File: config.mk
export PLATFORM = sky130hd
export DESIGN_NAME = line_rasterizer_unit_flat
export DESIGN_NICKNAME = d
export VERILOG_FILES = /design/src/rtl/lr_pkg.sv /design/src/rtl/lr_cmd_if.sv /design/src/rtl/lr_pix_if.sv /design/src/rtl/lr_front.sv /design/src/rtl/lr_queue.sv /design/src/rtl/lr_back.sv /design/src/rtl/line_rasterizer_unit.sv /design/src/flat_wrapper.sv
export VERILOG_INCLUDE_DIRS = /design/src /design/src/rtl
export SDC_FILE = /design/constraint.sdc
export NUM_CORES = 1
export LEC_CHECK = 0
export ABC_AREA = 1
export ABC_CLOCK_PERIOD_IN_PS = 7000
export BUFFER_PORTS_ARGS = -buffer_cell sky130_fd_sc_hd__buf_2
export CORE_AREA = 5 5 271 273
export DETAILED_ROUTE_END_ITERATION = 12
export DIE_AREA = 0 0 276 278
export PLACE_DENSITY_LB_ADDON = 0.08
export SLEW_MARGIN = 20
export SYNTH_ARGS = -nofsm -noshare
export SYNTH_HDL_FRONTEND = slang
export SYNTH_SLANG_ARGS = --single-unit
File: constraint.sdc
create_clock -name i_clk -period 7 [get_ports i_clk]
set_input_delay 0.7 -clock i_clk [delete_from_list [all_inputs] [get_ports i_clk]]
set_output_delay 0.7 -clock i_clk [all_outputs]
set_load 0.1 [all_outputs]
File: src/rtl/line_rasterizer_unit_assert.svh
// Assertion helpers; users provide i_clk and i_rst_n in scope.
`ifndef LINE_RASTERIZER_UNIT_ASSERT_SVH
`define LINE_RASTERIZER_UNIT_ASSERT_SVH

// Same-cycle implication.
`define LR_ASSERT_NOW(label, ante, cons, msg) \
    label: assert property (@(posedge i_clk) disable iff (!i_rst_n) (ante) |-> (cons)) \
        else $error(msg);

// Next-cycle implication.
`define LR_ASSERT_NEXT(label, ante, cons, msg) \
    label: assert property (@(posedge i_clk) disable iff (!i_rst_n) (ante) |=> (cons)) \
        else $error(msg);

`endif

File: src/rtl/lr_pkg.sv
package lr_pkg;

    localparam int COORD_W = 16;
    localparam int DELTA_W = 17;
    localparam int ERR_W   = 19;

    typedef enum logic {
        OP_LOAD = 1'b0,
        OP_STEP = 1'b1
    } t_op;

    typedef struct packed {
        t_op                        opcode;
        logic signed [COORD_W-1:0]  x_start;
        logic signed [COORD_W-1:0]  y_start;
        logic signed [COORD_W-1:0]  x_end;
        logic signed [COORD_W-1:0]  y_end;
    } t_cmd;

    typedef struct packed {
        logic signed [COORD_W-1:0]  pixel_x;
        logic signed [COORD_W-1:0]  pixel_y;
        logic                       pixel_valid;
        logic                       on_canvas;
        logic                       last_pixel;
    } t_pix;

    // Classified command handed from the front end to the stepper.
    typedef struct packed {
        t_op                        opcode;
        logic [COORD_W-1:0]         run_coord;
        logic [COORD_W-1:0]         run_end;
        logic [COORD_W-1:0]         cross_coord;
        logic signed [ERR_W-1:0]    error_term;
        logic [DELTA_W-1:0]         run_delta;
        logic [DELTA_W-1:0]         cross_delta;
        logic                       steep_mode;
        logic                       step_negative;
    } t_job;

endpackage

File: src/rtl/lr_cmd_if.sv
interface lr_cmd_if import lr_pkg::*; ();
    logic valid;
    logic ready;
    t_cmd data;

    modport source (output valid, output data, input ready);
    modport sink   (input valid, input data, output ready);
endinterface

File: src/rtl/lr_pix_if.sv
interface lr_pix_if import lr_pkg::*; ();
    logic valid;
    logic ready;
    t_pix data;

    modport source (output valid, output data, input ready);
    modport sink   (input valid, input data, output ready);
endinterface

File: src/rtl/lr_front.sv
`include "line_rasterizer_unit_assert.svh"

module lr_front import lr_pkg::*; (
    input  logic    i_clk,
    input  logic    i_rst_n,
    lr_cmd_if.sink  i_cmd,
    output logic    o_job_valid,
    input  logic    i_job_ready,
    output t_job    o_job
);

    typedef struct packed {
        t_op                opcode;
        logic [COORD_W-1:0] x1;
        logic [COORD_W-1:0] y1;
        logic [COORD_W-1:0] x2;
        logic [COORD_W-1:0] y2;
        logic [DELTA_W-1:0] dx;
        logic [DELTA_W-1:0] dxn;
        logic [DELTA_W-1:0] dy;
        logic [DELTA_W-1:0] dyn;
    } t_stage;

    t_stage r_stg;
    logic   r_stg_vld;
    logic   n_stg_vld;
    logic   cmd_acc;
    logic   job_acc;

    logic               swap;
    logic [DELTA_W-1:0] dxs;
    logic [DELTA_W-1:0] dys;
    logic [DELTA_W-1:0] ady;
    logic               neg;
    logic               steep;
    logic [COORD_W-1:0] sx1;
    logic [COORD_W-1:0] sy1;
    logic [COORD_W-1:0] sx2;
    logic [COORD_W-1:0] sy2;
    logic [ERR_W-1:0]   err_shallow;
    logic [ERR_W-1:0]   err_steep;

    assign i_cmd.ready = !r_stg_vld || i_job_ready;
    assign cmd_acc     = i_cmd.valid && i_cmd.ready;
    assign job_acc     = o_job_valid && i_job_ready;

    // Both difference signs are formed up front so the swap is only a select.
    always_ff @(posedge i_clk) begin
        if (cmd_acc) begin
            r_stg.opcode <= i_cmd.data.opcode;
            r_stg.x1     <= i_cmd.data.x_start;
            r_stg.y1     <= i_cmd.data.y_start;
            r_stg.x2     <= i_cmd.data.x_end;
            r_stg.y2     <= i_cmd.data.y_end;
            r_stg.dx     <= {i_cmd.data.x_end[COORD_W-1], i_cmd.data.x_end}
                          - {i_cmd.data.x_start[COORD_W-1], i_cmd.data.x_start};
            r_stg.dxn    <= {i_cmd.data.x_start[COORD_W-1], i_cmd.data.x_start}
                          - {i_cmd.data.x_end[COORD_W-1], i_cmd.data.x_end};
            r_stg.dy     <= {i_cmd.data.y_end[COORD_W-1], i_cmd.data.y_end}
                          - {i_cmd.data.y_start[COORD_W-1], i_cmd.data.y_start};
            r_stg.dyn    <= {i_cmd.data.y_start[COORD_W-1], i_cmd.data.y_start}
                          - {i_cmd.data.y_end[COORD_W-1], i_cmd.data.y_end};
        end
    end

    always_comb begin
        n_stg_vld = r_stg_vld;
        if (cmd_acc) begin
            n_stg_vld = 1'b1;
        end else if (job_acc) begin
            n_stg_vld = 1'b0;
        end
    end

    always_ff @(posedge i_clk) begin
        if (!i_rst_n) begin
            r_stg_vld <= 1'b0;
        end else begin
            r_stg_vld <= n_stg_vld;
        end
    end

    always_comb begin
        swap  = r_stg.dx[DELTA_W-1] || (r_stg.dx == '0);
        dxs   = swap ? r_stg.dxn : r_stg.dx;
        dys   = swap ? r_stg.dyn : r_stg.dy;
        neg   = dys[DELTA_W-1];
        // negated dys is just the other precomputed difference
        ady   = neg ? (swap ? r_stg.dy : r_stg.dyn) : dys;
        steep = !(dxs > ady);
        sx1   = swap ? r_stg.x2 : r_stg.x1;
        sy1   = swap ? r_stg.y2 : r_stg.y1;
        sx2   = swap ? r_stg.x1 : r_stg.x2;
        sy2   = swap ? r_stg.y1 : r_stg.y2;
        err_shallow = {{(ERR_W-DELTA_W){dys[DELTA_W-1]}}, dys}
                    - {{(ERR_W-DELTA_W){1'b0}}, dxs};
        err_steep   = {{(ERR_W-DELTA_W){1'b0}}, dxs}
                    - {{(ERR_W-DELTA_W){dys[DELTA_W-1]}}, dys};
    end

    always_comb begin
        o_job_valid         = r_stg_vld;
        o_job.opcode        = r_stg.opcode;
        o_job.steep_mode    = steep;
        o_job.step_negative = neg;
        if (!steep) begin
            o_job.run_coord   = sx1;
            o_job.run_end     = sx2;
            o_job.cross_coord = sy1;
            o_job.error_term  = $signed(err_shallow);
            o_job.run_delta   = dxs;
            o_job.cross_delta = ady;
        end else begin
            o_job.run_coord   = sy1;
            o_job.run_end     = sy2;
            o_job.cross_coord = sx1;
            o_job.error_term  = $signed(err_steep);
            o_job.run_delta   = ady;
            o_job.cross_delta = dxs;
        end
    end

    `LR_ASSERT_NOW(a_run_dominates, job_acc && (o_job.opcode == OP_LOAD),
        o_job.cross_delta <= o_job.run_delta, "cross delta exceeds run delta")

endmodule

File: src/rtl/lr_queue.sv
`include "line_rasterizer_unit_assert.svh"

module lr_queue import lr_pkg::*; #(
    parameter int DEPTH = 4
) (
    input  logic    i_clk,
    input  logic    i_rst_n,
    input  logic    i_push_valid,
    output logic    o_push_ready,
    input  t_job    i_push_job,
    output logic    o_pop_valid,
    input  logic    i_pop_ready,
    output t_job    o_pop_job
);

    localparam int PtrW = $clog2(DEPTH);
    localparam int CntW = $clog2(DEPTH + 1);

    t_job            r_mem [DEPTH];
    logic [PtrW-1:0] r_wr_ptr;
    logic [PtrW-1:0] r_rd_ptr;
    logic [CntW-1:0] r_count;
    logic [PtrW-1:0] n_wr_ptr;
    logic [PtrW-1:0] n_rd_ptr;
    logic [CntW-1:0] n_count;
    logic            push;
    logic            pop;

    assign o_push_ready = (r_count != CntW'(DEPTH));
    assign o_pop_valid  = (r_count != '0);
    assign o_pop_job    = r_mem[r_rd_ptr];
    assign push         = i_push_valid && o_push_ready;
    assign pop          = o_pop_valid && i_pop_ready;

    always_ff @(posedge i_clk) begin
        if (push) begin
            r_mem[r_wr_ptr] <= i_push_job;
        end
    end

    always_comb begin
        n_wr_ptr = r_wr_ptr;
        n_rd_ptr = r_rd_ptr;
        if (push) begin
            n_wr_ptr = (r_wr_ptr == PtrW'(DEPTH - 1)) ? '0 : r_wr_ptr + 1'b1;
        end
        if (pop) begin
            n_rd_ptr = (r_rd_ptr == PtrW'(DEPTH - 1)) ? '0 : r_rd_ptr + 1'b1;
        end
        unique case ({push, pop})
            2'b10:   n_count = r_count + 1'b1;
            2'b01:   n_count = r_count - 1'b1;
            default: n_count = r_count;
        endcase
    end

    always_ff @(posedge i_clk) begin
        if (!i_rst_n) begin
            r_wr_ptr <= '0;
            r_rd_ptr <= '0;
            r_count  <= '0;
        end else begin
            r_wr_ptr <= n_wr_ptr;
            r_rd_ptr <= n_rd_ptr;
            r_count  <= n_count;
        end
    end

    `LR_ASSERT_NEXT(a_fill_grows, push && !pop, r_count == $past(r_count) + 1'b1,
        "queue fill did not track a lone push")

endmodule

File: src/rtl/lr_back.sv
`include "line_rasterizer_unit_assert.svh"

module lr_back import lr_pkg::*; #(
    parameter int CANVAS_SIZE = 1024
) (
    input  logic        i_clk,
    input  logic        i_rst_n,
    input  logic        i_job_valid,
    output logic        o_job_ready,
    input  t_job        i_job,
    lr_pix_if.source    o_pix
);

    localparam logic [COORD_W-1:0] CanvasMax = COORD_W'(CANVAS_SIZE - 1);

    logic [COORD_W-1:0] r_run;
    logic [COORD_W-1:0] r_cross;
    logic [COORD_W-1:0] r_end;
    logic [ERR_W-1:0]   r_err;
    logic [DELTA_W-1:0] r_rdelta;
    logic [DELTA_W-1:0] r_cdelta;
    logic               r_steep;
    logic               r_neg;
    logic               r_active;
    t_pix               r_out;
    logic               r_out_vld;

    logic [COORD_W-1:0] n_run;
    logic [COORD_W-1:0] n_cross;
    logic [COORD_W-1:0] n_end;
    logic [ERR_W-1:0]   n_err;
    logic [DELTA_W-1:0] n_rdelta;
    logic [DELTA_W-1:0] n_cdelta;
    logic               n_steep;
    logic               n_neg;
    logic               n_active;
    t_pix               n_out;
    logic               n_out_vld;

    logic               pop;
    logic               is_step;
    logic [COORD_W-1:0] run_nxt;
    logic [COORD_W-1:0] cross_nxt;
    logic [ERR_W-1:0]   err_nxt;
    logic               err_pos;
    logic               run_done;
    logic [COORD_W-1:0] px;
    logic [COORD_W-1:0] py;
    logic               load_empty;

    assign o_job_ready = !r_out_vld || o_pix.ready;
    assign pop         = i_job_valid && o_job_ready;
    assign is_step     = (i_job.opcode == OP_STEP);
    assign o_pix.valid = r_out_vld;
    assign o_pix.data  = r_out;

    // One Bresenham step from the current state.
    always_comb begin
        run_nxt   = (r_steep && r_neg) ? r_run - 1'b1 : r_run + 1'b1;
        err_pos   = !r_err[ERR_W-1] && (r_err != '0);
        cross_nxt = r_cross;
        if (err_pos) begin
            cross_nxt = (!r_steep && r_neg) ? r_cross - 1'b1 : r_cross + 1'b1;
        end
        err_nxt   = (err_pos ? r_err - {{(ERR_W-DELTA_W){1'b0}}, r_rdelta} : r_err)
                  + {{(ERR_W-DELTA_W){1'b0}}, r_cdelta};
        run_done  = (run_nxt == r_end);
        px        = r_steep ? r_cross : r_run;
        py        = r_steep ? r_run : r_cross;
        load_empty = (i_job.run_coord == i_job.run_end);
    end

    always_comb begin
        n_run     = r_run;
        n_cross   = r_cross;
        n_end     = r_end;
        n_err     = r_err;
        n_rdelta  = r_rdelta;
        n_cdelta  = r_cdelta;
        n_steep   = r_steep;
        n_neg     = r_neg;
        n_active  = r_active;
        n_out     = r_out;
        n_out_vld = r_out_vld;
        if (o_pix.ready) begin
            n_out_vld = 1'b0;
        end
        if (pop) begin
            n_out_vld = 1'b1;
            n_out     = '0;
            if (!is_step) begin
                n_run    = i_job.run_coord;
                n_cross  = i_job.cross_coord;
                n_end    = i_job.run_end;
                n_err    = i_job.error_term;
                n_rdelta = i_job.run_delta;
                n_cdelta = i_job.cross_delta;
                n_steep  = i_job.steep_mode;
                n_neg    = i_job.step_negative;
                n_active = !load_empty;
                n_out.last_pixel = load_empty;
            end else if (r_active) begin
                n_run    = run_nxt;
                n_cross  = cross_nxt;
                n_err    = err_nxt;
                n_active = !run_done;
                n_out.pixel_x     = $signed(px);
                n_out.pixel_y     = $signed(py);
                n_out.pixel_valid = 1'b1;
                n_out.on_canvas   = !px[COORD_W-1] && (px <= CanvasMax)
                                 && !py[COORD_W-1] && (py <= CanvasMax);
                n_out.last_pixel  = run_done;
            end
        end
    end

    always_ff @(posedge i_clk) begin
        r_run    <= n_run;
        r_cross  <= n_cross;
        r_end    <= n_end;
        r_err    <= n_err;
        r_rdelta <= n_rdelta;
        r_cdelta <= n_cdelta;
        r_steep  <= n_steep;
        r_neg    <= n_neg;
        r_out    <= n_out;
    end

    always_ff @(posedge i_clk) begin
        if (!i_rst_n) begin
            r_active  <= 1'b0;
            r_out_vld <= 1'b0;
        end else begin
            r_active  <= n_active;
            r_out_vld <= n_out_vld;
        end
    end

    `LR_ASSERT_NEXT(a_line_ends, pop && is_step && r_active && run_done,
        !r_active && r_out_vld && r_out.last_pixel, "final pixel did not close the line")
    `LR_ASSERT_NEXT(a_idle_step, pop && is_step && !r_active,
        r_out_vld && !r_out.pixel_valid && !r_out.last_pixel, "step without line gave a pixel")
    `LR_ASSERT_NOW(a_canvas_valid, r_out_vld && r_out.on_canvas, r_out.pixel_valid,
        "on_canvas set on a result without a pixel")

endmodule

File: src/rtl/line_rasterizer_unit.sv
// Bresenham line rasterizer. A load transaction (opcode 0) sets up a line between two
// signed 16-bit endpoints; each step transaction (opcode 1) returns the next pixel, with
// on_canvas flagging 0..CANVAS_SIZE-1 in both axes and last_pixel marking the end (or a
// load of a line with no pixels). Every command returns exactly one result, in order.
// One command is taken and one result delivered per clock when the output is not stalled:
// the stepper updates its error term and coordinates combinationally from its registers. A command passes
// three registers (input stage loaded at the accepting edge, QUEUE_DEPTH-entry queue,
// output register), and its result is read from the output register; the queue lets the
// input side keep accepting while results back up.
module line_rasterizer_unit import lr_pkg::*; #(
    parameter int CANVAS_SIZE = 1024,
    parameter int QUEUE_DEPTH = 4
) (
    input  logic        i_clk,
    input  logic        i_rst_n,
    lr_cmd_if.sink      i_cmd,
    lr_pix_if.source    o_pix
);

    logic front_valid;
    logic front_ready;
    t_job front_job;
    logic back_valid;
    logic back_ready;
    t_job back_job;

    lr_front u_front (
        .i_clk       (i_clk),
        .i_rst_n     (i_rst_n),
        .i_cmd       (i_cmd),
        .o_job_valid (front_valid),
        .i_job_ready (front_ready),
        .o_job       (front_job)
    );

    lr_queue #(
        .DEPTH (QUEUE_DEPTH)
    ) u_queue (
        .i_clk        (i_clk),
        .i_rst_n      (i_rst_n),
        .i_push_valid (front_valid),
        .o_push_ready (front_ready),
        .i_push_job   (front_job),
        .o_pop_valid  (back_valid),
        .i_pop_ready  (back_ready),
        .o_pop_job    (back_job)
    );

    lr_back #(
        .CANVAS_SIZE (CANVAS_SIZE)
    ) u_back (
        .i_clk       (i_clk),
        .i_rst_n     (i_rst_n),
        .i_job_valid (back_valid),
        .o_job_ready (back_ready),
        .i_job       (back_job),
        .o_pix       (o_pix)
    );

endmodule

File: src/flat_wrapper.sv
// flat-port wrapper written by rule: the top's interface ports become plain ports
module line_rasterizer_unit_flat import lr_pkg::*;
#(
    parameter int CANVAS_SIZE = 1024,
    parameter int QUEUE_DEPTH = 4
)
  (i_clk, i_rst_n, i_cmd_valid, i_cmd_data, i_cmd_ready, o_pix_valid, o_pix_data, o_pix_ready);
  lr_cmd_if i_cmd_i ();
  lr_pix_if o_pix_i ();
  input  logic i_clk;
  input  logic i_rst_n;
  input wire logic [$bits(i_cmd_i.valid)-1:0] i_cmd_valid;
  input wire logic [$bits(i_cmd_i.data)-1:0] i_cmd_data;
  output wire logic [$bits(i_cmd_i.ready)-1:0] i_cmd_ready;
  output wire logic [$bits(o_pix_i.valid)-1:0] o_pix_valid;
  output wire logic [$bits(o_pix_i.data)-1:0] o_pix_data;
  input wire logic [$bits(o_pix_i.ready)-1:0] o_pix_ready;
  assign i_cmd_i.valid = i_cmd_valid;
  assign i_cmd_i.data = i_cmd_data;
  assign i_cmd_ready = i_cmd_i.ready;
  assign o_pix_valid = o_pix_i.valid;
  assign o_pix_data = o_pix_i.data;
  assign o_pix_i.ready = o_pix_ready;
  line_rasterizer_unit #(.CANVAS_SIZE(CANVAS_SIZE), .QUEUE_DEPTH(QUEUE_DEPTH)) u_core (.i_clk(i_clk), .i_rst_n(i_rst_n), .i_cmd(i_cmd_i), .o_pix(o_pix_i));
endmodule
# Yosys cells after proc, flatten, opt, wreduce, memory -nomap -nowiden
# Memories as Yosys holds them, arrays and structs flattened. A register that Yosys moved wholly into a read port is not among the register bits.
# Cells that the tools add are included.
# op_classes
mux	36
order_cmp	3
n_eq_ne	9
reduce_logical	31
addsub	16
bitwise_logic	1
# ops
operator	n
16-bit 2-to-1 mux	13
101-bit 2-to-1 mux	1
17-bit 2-to-1 mux	4
16-bit by 16-bit subtractor with 17-bit output	4
19-bit 2-to-1 mux	3
16-bit by 1-bit adder with 16-bit output (second input constant)	2
16-bit equality test	2
16-bit by 10-bit less-or-equal comparator with 1-bit output (second input constant)	2
16-bit by 1-bit subtractor with 16-bit output (second input constant)	2
19-bit by 17-bit adder with 19-bit output	1
19-bit nonzero test	1
17-bit by 18-bit subtractor with 19-bit output	1
18-bit by 17-bit subtractor with 19-bit output	1
19-bit by 17-bit subtractor with 19-bit output	1
17-bit > comparator	1
17-bit zero test	1
1-bit logical AND	9
1-bit zero test	9
1-bit 2-to-1 mux	9
2-bit 2-to-1 mux	4
2-bit equality test (second input constant)	3
3-bit case mux with 2 select lines	1
2-bit AND reduction	3
2-bit nonzero test	3
other kinds (11)	15
# totals
reg_bits	281
wordCells	125
ram_bits	416
mem_count	1
in_bits	69
# memory_table
name	depth	word_bits	rd	rd_ports_with_merged_regs	wr	line	rtl
u_core.u_queue.r_mem	4	104	1	1	1	lr_queue.sv:19	t_job r_mem [DEPTH];

# Logic depth before layout (Yosys ltp)
# Gate-level depths: netlist of the first run.
# logic_depth
depth_word	7
depth_mapped	25
depth_no_buf	24

# Modules after synthesis
# From an unflattened synthesis of the first run, not the netlist that was laid out.
# unflattened
hier_cells	3920
area_unflattened_um2	37921.4
# by_module_without_submodules
module	instances	area_each_um2	cells_per_inst
lr_queue	1	16056.6	1074
lr_front	1	12479.5	1742
lr_back	1	9385.3	1104

# Least setup slack after synthesis of the first run
# No wires, ideal clock.
# synth_timing
path_type	register to register
from	register u_core.u_back.r_out_vld, in the netlist u_core.u_back.o_pix.valid
to	register u_core.u_back.r_err[0], enable pin
setup_slack_ps	-11
t_arrival_ps	6618
path_stages_with_launch	8
required_ps	6607
setup_ps	393
path_buffers	0
cell_sequence	dfxtp_1 inv_1 nor2_1 a31oi_1 inv_1 nor2_1 inv_1 nand2_1
# synth_between
elab_chain_len	4
# synth_rtl
item	line	rtl
from (decl)	lr_back.sv:26	logic r_out_vld;
from (signal assigned)	lr_back.sv:135	r_out_vld <= n_out_vld;
1-bit zero test	lr_back.sv:51	assign o_job_ready = !r_out_vld || o_pix.ready;
1-bit logical OR	lr_back.sv:51	
1-bit logical AND	lr_back.sv:52	assign pop = i_job_valid && o_job_ready;
2-bit AND reduction (no source line)	--	
to (signal assigned)	lr_back.sv:121	r_err <= n_err;
to (decl)	lr_back.sv:19	logic [ERR_W-1:0] r_err;
# Every way passes these cells.
# A chain may end at the register's enable or synchronous reset.

==> results of run 1 <==
## flip-flops by register name (all words and copies together) (netlist names), 2 cells and up, named ones only
register                  cells
u_core.u_back.r_err          19
u_core.u_back.r_cross        16
u_core.u_queue.r_wr_ptr       2
u_core.u_front.r_stg        130
u_core.u_queue.r_rd_ptr       2
u_core.u_back.o_pix.data     35
u_core.u_back.r_rdelta       17
u_core.u_back.r_run          16
u_core.u_queue.r_count        3
u_core.u_back.r_cdelta       17
u_core.u_back.r_end          16
u_core.u_queue.r_mem        416
## how the worst min path moves through the flow
stage                         startpoint                        end  slack [ns]  cells after the start
2_1_floorplan  u_core.u_queue.r_count[0]  u_core.u_queue.r_count[0]        0.42                      1
3_3_place_gp   u_core.u_queue.r_count[0]  u_core.u_queue.r_count[0]        0.43                      1
3_5_place_dp   u_core.u_queue.r_count[0]  u_core.u_queue.r_count[0]        0.45                      1
4_1_cts                   i_cmd_data[41]  u_core.u_front.r_stg[109]        0.25                      1
5_1_grt                   i_cmd_data[41]  u_core.u_front.r_stg[109]        0.25                      1
6_report                  i_cmd_data[41]  u_core.u_front.r_stg[109]        0.28                      1
## power groups by stage
stage          sequential [W]  combinational (W)  clock [W]
3_3_place_gp          0.00696            0.00969          0
4_1_cts               0.00690            0.00997    0.00405
6_report              0.00690             0.0101    0.00399
5_1_grt               0.00698             0.0112    0.00422
2_1_floorplan         0.00747            0.00668          0
3_5_place_dp          0.00698            0.00992          0
## metrics by stage
stage / hold slack (ns) / instances / power, W / setup WS (ns) / util
3_3_place_gp: 0.434 / 4623 / 0.0167 / 1.77 / 0.539
3_5_place_dp: 0.451 / 4623 / 0.0169 / 1.66 / 0.539
4_1_cts: 0.249 / 4759 / 0.0209 / 1.61 / 0.574
5_1_grt: 0.252 / 4759 / 0.0224 / 1.11 / 0.574
6_report: 0.282 / 4759 / 0.0210 / 1.59 / 0.574
2_1_floorplan: 0.422 / 3701 / 0.0142 / 0.861 / -
## cells in the final DEF, fill, tap and decap left out, types with 76 or more instances in the layout
cell type,count
nor2_1,274
nand3_1,151
buf_2,105
o21ai_1,157
nand2_1,742
clkbuf_16,76
inv_1,322
edfxtp_1,685
o21ai_0,277
xor2_1,95
ha_1,186
a21oi_1,215
## per-layer routing
metal / vias up / global-route usage / part of all wire / wire length (um)
li1: 12958 / - / - / -
met1: 13106 / 0.389 / 0.45 / 47200
met2: 982 / 0.419 / 0.46 / 47600
met3: 153 / 0.0344 / 0.062 / 6470
met4: 2 / 0.0680 / 0.026 / 2710
met5: - / 0 / 0.000096 / 10
## area by class of cell
class                      count  area [um^2]  area share
tap                          950         1190      0.0292
clock inverter                46          534      0.0131
inverter                     366         1390      0.0341
multi-input combinational   2479        14100       0.346
clock buffer                  90         1950      0.0480
sequential                   697        20800       0.512
timing repair buffer         131          733      0.0180
## kinds of logic (layout without fill, tap and decap cells)
family | Yosys count | count (layout) | share of synthesized area
compound gates | 869 | 869 | 0.132
simple gates | 1257 | 1257 | 0.139
fa+ha+maj | 197 | 197 | 0.0688
flops | 697 | 697 | 0.562
buf+inv | 525 | 633 | 0.0595
xor+xnor | 121 | 121 | 0.0286
mux | 35 | 35 | 0.00946
## worst reg2reg max path, cell delays in order (launching register included)
cell	delay, ns
edfxtp_1	0.41
nor2_1	0.12
nand2_1	0.07
nor3_2	0.15
nand2_1	0.10
nand2_4	0.46
o21ai_2	0.30
inv_2	0.64
nand2_1	0.14
o21ai_2	0.12
inv_2	0.06
ha_1	0.30
nand2_1	0.08
o21a_1	0.17
o21ai_1	0.16
a21oi_1	0.13
o21ai_4	0.21
nand2_4	0.38
inv_4	0.69
nand2_1	0.11
nand2_1	0.11
xor2_1	0.30
==> metrics.md, run 1 <==
| Metric | Value |
|---|---|
| R2r endpoint | `u_core.u_queue.r_mem[2][43]` |
| Leakage power | `16.3 nW` |
| Slew Limit Headroom | `0.255` |
| Syn Area/Cell | `10.0 um^2` |
| GRT Resource Usage Total | `0.264` |
| Fillers | `6104` |
| Most instantiated library cell after synthesis | `nand2_1` |
| Top post-synthesis cells by count | `nand2_1, edfxtp_1, inv_1` |
| Measured slew at the worst slew-check pin | `1.12 ns` |
| DRC viols | `0` |
| # IOs | `106` |
| Root Buffer | `clkbuf_16` |
| Starting Density | `0.522` |
| Slowest cell delay on critical path | `0.68 ns` |
| Hold Path Class | `in -> reg` |
| Final count of negative-setup-slack endpoints | `0` |
| CP max FO | `64` |
| Post-synthesis register bit count | `between 600 and 700` |
| Top cell type's share of synthesized area | `0.555` |
| Final Wtd Congestion | `0.932` |
| CP endpoint | `u_core.u_queue.r_mem[2][43]` |
| Post-Syn Nets | `3967` |
| Final wirelength | `104000 um` |
| TritonCTS clock tree | `done` |
| Die height | `278 um` |
| Initial antenna violation count | `4` |
| Cts-stage hold buffer count | `0` |
| Synth area leader | `edfxtp_1` |
| Resized cells post-CTS | `0` |
| Fraction of layout cells with a size suffix above 1 | `0.0922` |
| Yosys warnings | `0` |
| Number of buffers added on ports | `~110` |
| Via/cell ratio | `between 5 and 6` |
| Core Region | `0.0709 mm^2` |
| CP Capture Type | `flip-flop` |
| CP most frequent cell | `nand2_1` |
| Delay-heaviest family, CP | `simple AND/OR/NAND/NOR gates` |
| Clock power share | `0.190` |
| DP Wirelength | `74700 um` |
| Mean routed wirelength per cell | `between 20 and 25 um` |
| Antenna fix cells | `0` |
| RSZ-0062 raised after global routing | `no` |
| CP Data Required Time | `around 7.4 ns` |
| Path depth of the worst reg2reg path | `21` |
| Slowest cell on the critical path | `inv_4` |
| Combinational power share | `0.480` |
| Distinct cells, synth | `60` |
| Switching power | `0.00937 W` |
| Highest clock rate | `0.185 GHz` |
| Num Clock Sinks | `697` |
| Clock Tree Buf Depth | `3` |
| CTS Buf Count | `76` |
| Post-synthesis cell area | `0.0370 mm^2` |
| Int Power | `0.0116 W` |
| Nets@finish | `4017` |
| Outcome | `finished, final reports clean` |
| Reg2Reg Setup Slack | `1.59 ns` |
| Power Density | `515 mW/mm^2` |
| Detailed Routing Iterations Pass 1 | `5` |
| Worst path bufs/invs | `3` |
| Tcrit/Tclk final | `0.774` |
| Crit Reg-Reg Startpoint | `u_core.u_front.r_stg[52]` |
| Final Instance Area | `0.0407 mm^2` |
| Placed cell areas | `roughly 0.038 mm^2` |
| Htree depth | `3` |
| Setup tns final | `0 ns` |
| CP startpoint kind | `flip-flop` |
| First-pass GRT wire length | `158000 um` |
| WS Path Type | `reg -> reg` |
| Net Sw Frac | `0.447` |
| # Post-CTS Setup Buffers | `0` |
| Post-synthesis sequential area ratio | `0.562` |
| Final Hold Fails | `0` |
| Count of final max-slew check failures | `0` |
| Synth async-reset ratio | `0` |
| Post-Synthesis Cells | `3701` |
| Crit-path cells | `nor2_1 > nand2_1 > nor3_2 > nand2_1 > nand2_4 > o21ai_2 > inv_2 > nand2_1 > o21ai_2 > inv_2 > ha_1 > nand2_1 > o21a_1 > o21ai_1 > a21oi_1 > o21ai_4 > nand2_4 > inv_4 > nand2_1 > nand2_1 > xor2_1` |
| Routed Antenna Nets | `0` |
| Skew-Pair Late Insertion Delay | `~0.64 ns` |
| FP Rows | `98` |
| Die span in x | `276 um` |
| Critical path arrival | `5.82 ns` |
| Clock skew | `0.0282 ns` |
| Post-layout min period | `5.41 ns` |
| Area contributors post-synth | `edfxtp_1, nand2_1, ha_1` |
| Primary FF master, synth | `edfxtp_1` |
| Detailed router's first-iteration violation count | `between 2000 and 3000` |
| Pin count of the biggest net entering global routing | `110` |
| VDD IR max | `0.000650 V` |
| Vias in the first global route | `between 20000 and 30000` |
| Critical path depth | `21` |
| Number of synthesized flops with an enable pin | `685` |
| Syn-to-layout area delta | `9.88%` |
| Critical path origin | `u_core.u_front.r_stg[52]` |
| # Max-Cap Violations | `0` |
| Global route overflow | `0` |
| Die area | `0.0767 mm^2` |
| Clock transition at the registers of the reported paths | `0.06 ns` |
| Sequential share of power | `0.329` |
| Total number of vias | `27201` |
(Power assumes the default switching activity.)
==> run 2, diff against run 1 <==
ABC_AREA = 0   (was 1)
ABC_CLOCK_PERIOD_IN_PS = 4950   (was 7000)
CORE_AREA = 5 5 265 267   (was 5 5 271 273)
DIE_AREA = 0 0 270 272   (was 0 0 276 278)
clock period = 4.95 ns   (was 7 ns; I/O delays follow)
==> metrics.md, run 2 <==
| Metric | Value |
|---|---|
| Finished Core Util | `0.593 (+0.0191)` |
| Most instantiated library cell after synthesis | `edfxtp_1` |
| Pin count of the biggest net entering global routing | `132 (+20%)` |
| Max reg flops | `416 (unchanged)` |
| Distinct cells, synth | `80 (+33%)` |
| Number of synthesized flops with an enable pin | `685 (unchanged)` |
| WHS | `0.0915 ns (-0.190 ns)` |
| Yosys warnings | `0 (unchanged)` |
| Detailed router's first-iteration violation count | `1743 (-36%)` |
| Top reg by flops | `u_core.u_queue.r_mem` |
| RSZ-0062 raised after global routing | `no` |
| Syn Area/Cell | `13.3 um^2 (+33%)` |
| CP Data Required Time | `5.30 ns (-2.11 ns)` |
| Root Buffer | `clkbuf_16` |
| Num Clock Sinks | `697 (unchanged)` |
| CP Capture Type | `flip-flop` |
| Hold Path Class | `in -> reg` |
| Top cell type's share of synthesized area | `0.579 (+0.0236)` |
| Clock Tree Buf Depth | `3 (unchanged)` |
| Final count of negative-setup-slack endpoints | `0 (unchanged)` |
| Initial antenna violation count | `2 (-2)` |
| Clock transition at the registers of the reported paths | `0.06 ns (about the same)` |
| CP endpoint | `u_core.u_queue.r_mem[2][52]` |
| # IOs | `106 (unchanged)` |
| Primary FF master, synth | `edfxtp_1` |
| Critical path origin | `u_core.u_front.r_stg[51]` |
| Htree depth | `3 (unchanged)` |
| Synth area leader | `edfxtp_1` |
| # Max-Cap Violations | `0 (unchanged)` |
| Global route overflow | `0 (unchanged)` |
| Post-synthesis cell area | `0.0355 mm^2 (-4.1%)` |
| DP Wirelength | `64400 um (-14%)` |
| VDD IR max | `0.000925 V (+42%)` |
| Final Wtd Congestion | `0.866 (-7.0%)` |
| Leakage power | `15.6 nW (-4.3%)` |
| Power Density | `661 mW/mm^2 (+28%)` |
| Antenna fix cells | `0 (unchanged)` |
| WS Path Type | `reg -> reg` |
| Die height | `272 um (-2.2%)` |
| CP max FO | `19 (-70%)` |
| Via/cell ratio | `5.81 (+1.6%)` |
| Core Region | `0.0679 mm^2 (-4.2%)` |
| Detailed Routing Iterations Pass 1 | `5 (unchanged)` |
| TritonCTS clock tree | `done` |
| R2r endpoint | `u_core.u_queue.r_mem[2][52]` |
| Routed Antenna Nets | `0 (unchanged)` |
| Most common cell after layout, fill and taps aside | `edfxtp_1` |
| Fraction of layout cells with a size suffix above 1 | `0.163 (+0.0706)` |
| Clock skew | `0.0298 ns (+0.00165 ns)` |
| Crit Reg-Reg Startpoint | `u_core.u_front.r_stg[51]` |
| Most frequent cells in the layout | `edfxtp_1, nand2_1, ha_1` |
| Synth async-reset ratio | `0 (unchanged)` |
| Die area | `0.0734 mm^2 (-4.3%)` |
| CTS Buf Count | `76 (unchanged)` |
| Highest clock rate | `0.212 GHz (+15%)` |
| CP startpoint kind | `flip-flop` |
| Vias in the first global route | `21933 (-16%)` |
| Post-Syn Nets | `2942 (-26%)` |
| Slew Limit Headroom | `0.277 (+0.0219)` |
| Die span in x | `270 um (-2.2%)` |
| Mean routed wirelength per cell | `23.0 um (+5.4%)` |
| Measured slew at the worst slew-check pin | `1.08 ns (-0.0327 ns)` |
| Total number of vias | `22108 (-19%)` |
| Starting Density | `0.523 (+0.000904)` |
| Setup tns final | `0 ns (unchanged)` |
| Post-Synthesis Cells | `2676 (-28%)` |
| Critical path arrival | `5.06 ns (-0.76 ns)` |
| Syn-to-layout area delta | `13.3%` |
| Outcome | `finished, final reports clean` |
| Post-synthesis register bit count | `697 (unchanged)` |
| Fillers | `5294 (-13%)` |
| Number of buffers added on ports | `105 (unchanged)` |
| Final Hold Fails | `0 (unchanged)` |
| DRC viols | `0 (unchanged)` |
| Skew-Pair Late Insertion Delay | `0.62 ns (-0.02 ns)` |
| Post-synthesis sequential area ratio | `0.586 (+0.0239)` |
| Area contributors post-synth | `edfxtp_1, ha_1, mux4_2` |
| Top post-synthesis cells by count | `edfxtp_1, nand2_1, ha_1` |
| Final wirelength | `87700 um (-16%)` |
| First-pass GRT wire length | `134000 um (-15%)` |
| GRT Resource Usage Total | `0.236 (-0.0275)` |
| Path depth of the worst reg2reg path | `19 (-9.5%)` |
| Count of final max-slew check failures | `0 (unchanged)` |
| Post-layout min period | `4.71 ns (-0.707 ns)` |
| Reg2Reg Setup Slack | `0.24 ns (-1.34 ns)` |
| Nets@finish | `3134 (-22%)` |
| FP Rows | `96 (-2.0%)` |
| Tcrit/Tclk final | `0.951 (+0.178)` |
## run 2: cell count changes after synthesis, moves of 122 or more
cell / before / now
o21ai_1: 155 / 11
mux2i_1: 35 / 157
nand2_1: 743 / 231
o21ai_0: 279 / 139
nor2_1: 279 / 156
inv_1: 323 / 182
## run 2: per-layer routing
layer | wire length [um] | GRT usage | vias to the layer above | share of wire
met5 | 0 | 0 | - | 0
met2 | 39500 | 0.366 | 608 | 0.45
li1 | - | - | 10412 | -
met3 | 4750 | 0.0347 | 111 | 0.054
met1 | 41300 | 0.355 | 10977 | 0.47
met4 | 2080 | 0.0612 | 0 | 0.024
## run 2: cell type report
type	count	area (um^2)	share of cell area
multi-input cells	1692	13700	0.341
well taps	882	1100	0.0274
clock inverters	48	444	0.0110
clock buffers	86	1960	0.0487
inverters	184	696	0.0173
flip-flops and latches	697	20800	0.517
repair buffers	217	1490	0.0369
## run 2: metrics by stage
stage | power, W | setup WS [ns] | cells | instance area, um^2
after global placement | 0.0209 | 0.0816 | 3671 | 37800
after floorplan | 0.0176 | 0.210 | 2676 | 35500
after detailed placement | 0.0212 | 0.178 | 3671 | 37800
after CTS | 0.0267 | 0.131 | 3805 | 40200
final | 0.0266 | 0.242 | 3806 | 40300
after global routing | 0.0282 | 0.0161 | 3806 | 40300
## run 2: worst min-delay path by stage
stage / from / to / slack (ns) / cells past startpoint
final: i_cmd_data[64] / u_core.u_front.o_job[103] / 0.09 / 1
after detailed placement: u_core.u_back.o_pix.valid / u_core.u_back.o_pix.valid / 0.48 / 2
after floorplan: u_core.u_front.o_job[103] / u_core.u_queue.r_mem[0][103] / 0.46 / 0
after global routing: i_cmd_data[64] / u_core.u_front.o_job[103] / 0.06 / 1
after CTS: i_cmd_data[59] / u_core.u_front.r_stg[127] / 0.05 / 1
after global placement: u_core.u_back.o_pix.valid / u_core.u_back.o_pix.valid / 0.47 / 2
## run 2: repair_timing
item / CTS / global route
setup endpoints to repair: 0 / 208
hold buffers: 0 / 0
resized for setup: 0 / 13
buffers inserted: 0 / 1
## run 2: where the power goes
part | switching (W) | leakage, nW | internal, W | total (W)
registers | 0.000623 | 6.45 | 0.00851 | 0.00914
clock network | 0.00226 | 1.18 | 0.00317 | 0.00543
logic | 0.00750 | 7.96 | 0.00455 | 0.0121
total | 0.0104 | 15.6 | 0.0162 | 0.0266
## run 2: critical path, cell delays in order (launching register included)
cell	delay, ns
edfxtp_1	0.44
nor4_2	0.36
buf_4	0.18
a41oi_4	0.12
buf_4	0.22
buf_4	0.25
mux2i_1	0.31
inv_1	0.11
buf_4	0.16
ha_1	0.28
or3_1	0.30
o21ai_0	0.13
a211o_1	0.15
nand4b_1	0.14
a21o_1	0.21
a21o_1	0.19
a2111oi_1	0.46
nor3_1	0.11
xor2_1	0.17
buf_4	0.15
## run 2: logic make-up after synthesis
logic type | synth area share
DFF | 0.586
and+or+nand+nor | 0.0796
AOI/OAI and AO/OA | 0.0852
buffers and inverters | 0.0309
muxes | 0.112
adders and majority gates | 0.0717
xor gates and xnor gates | 0.0343
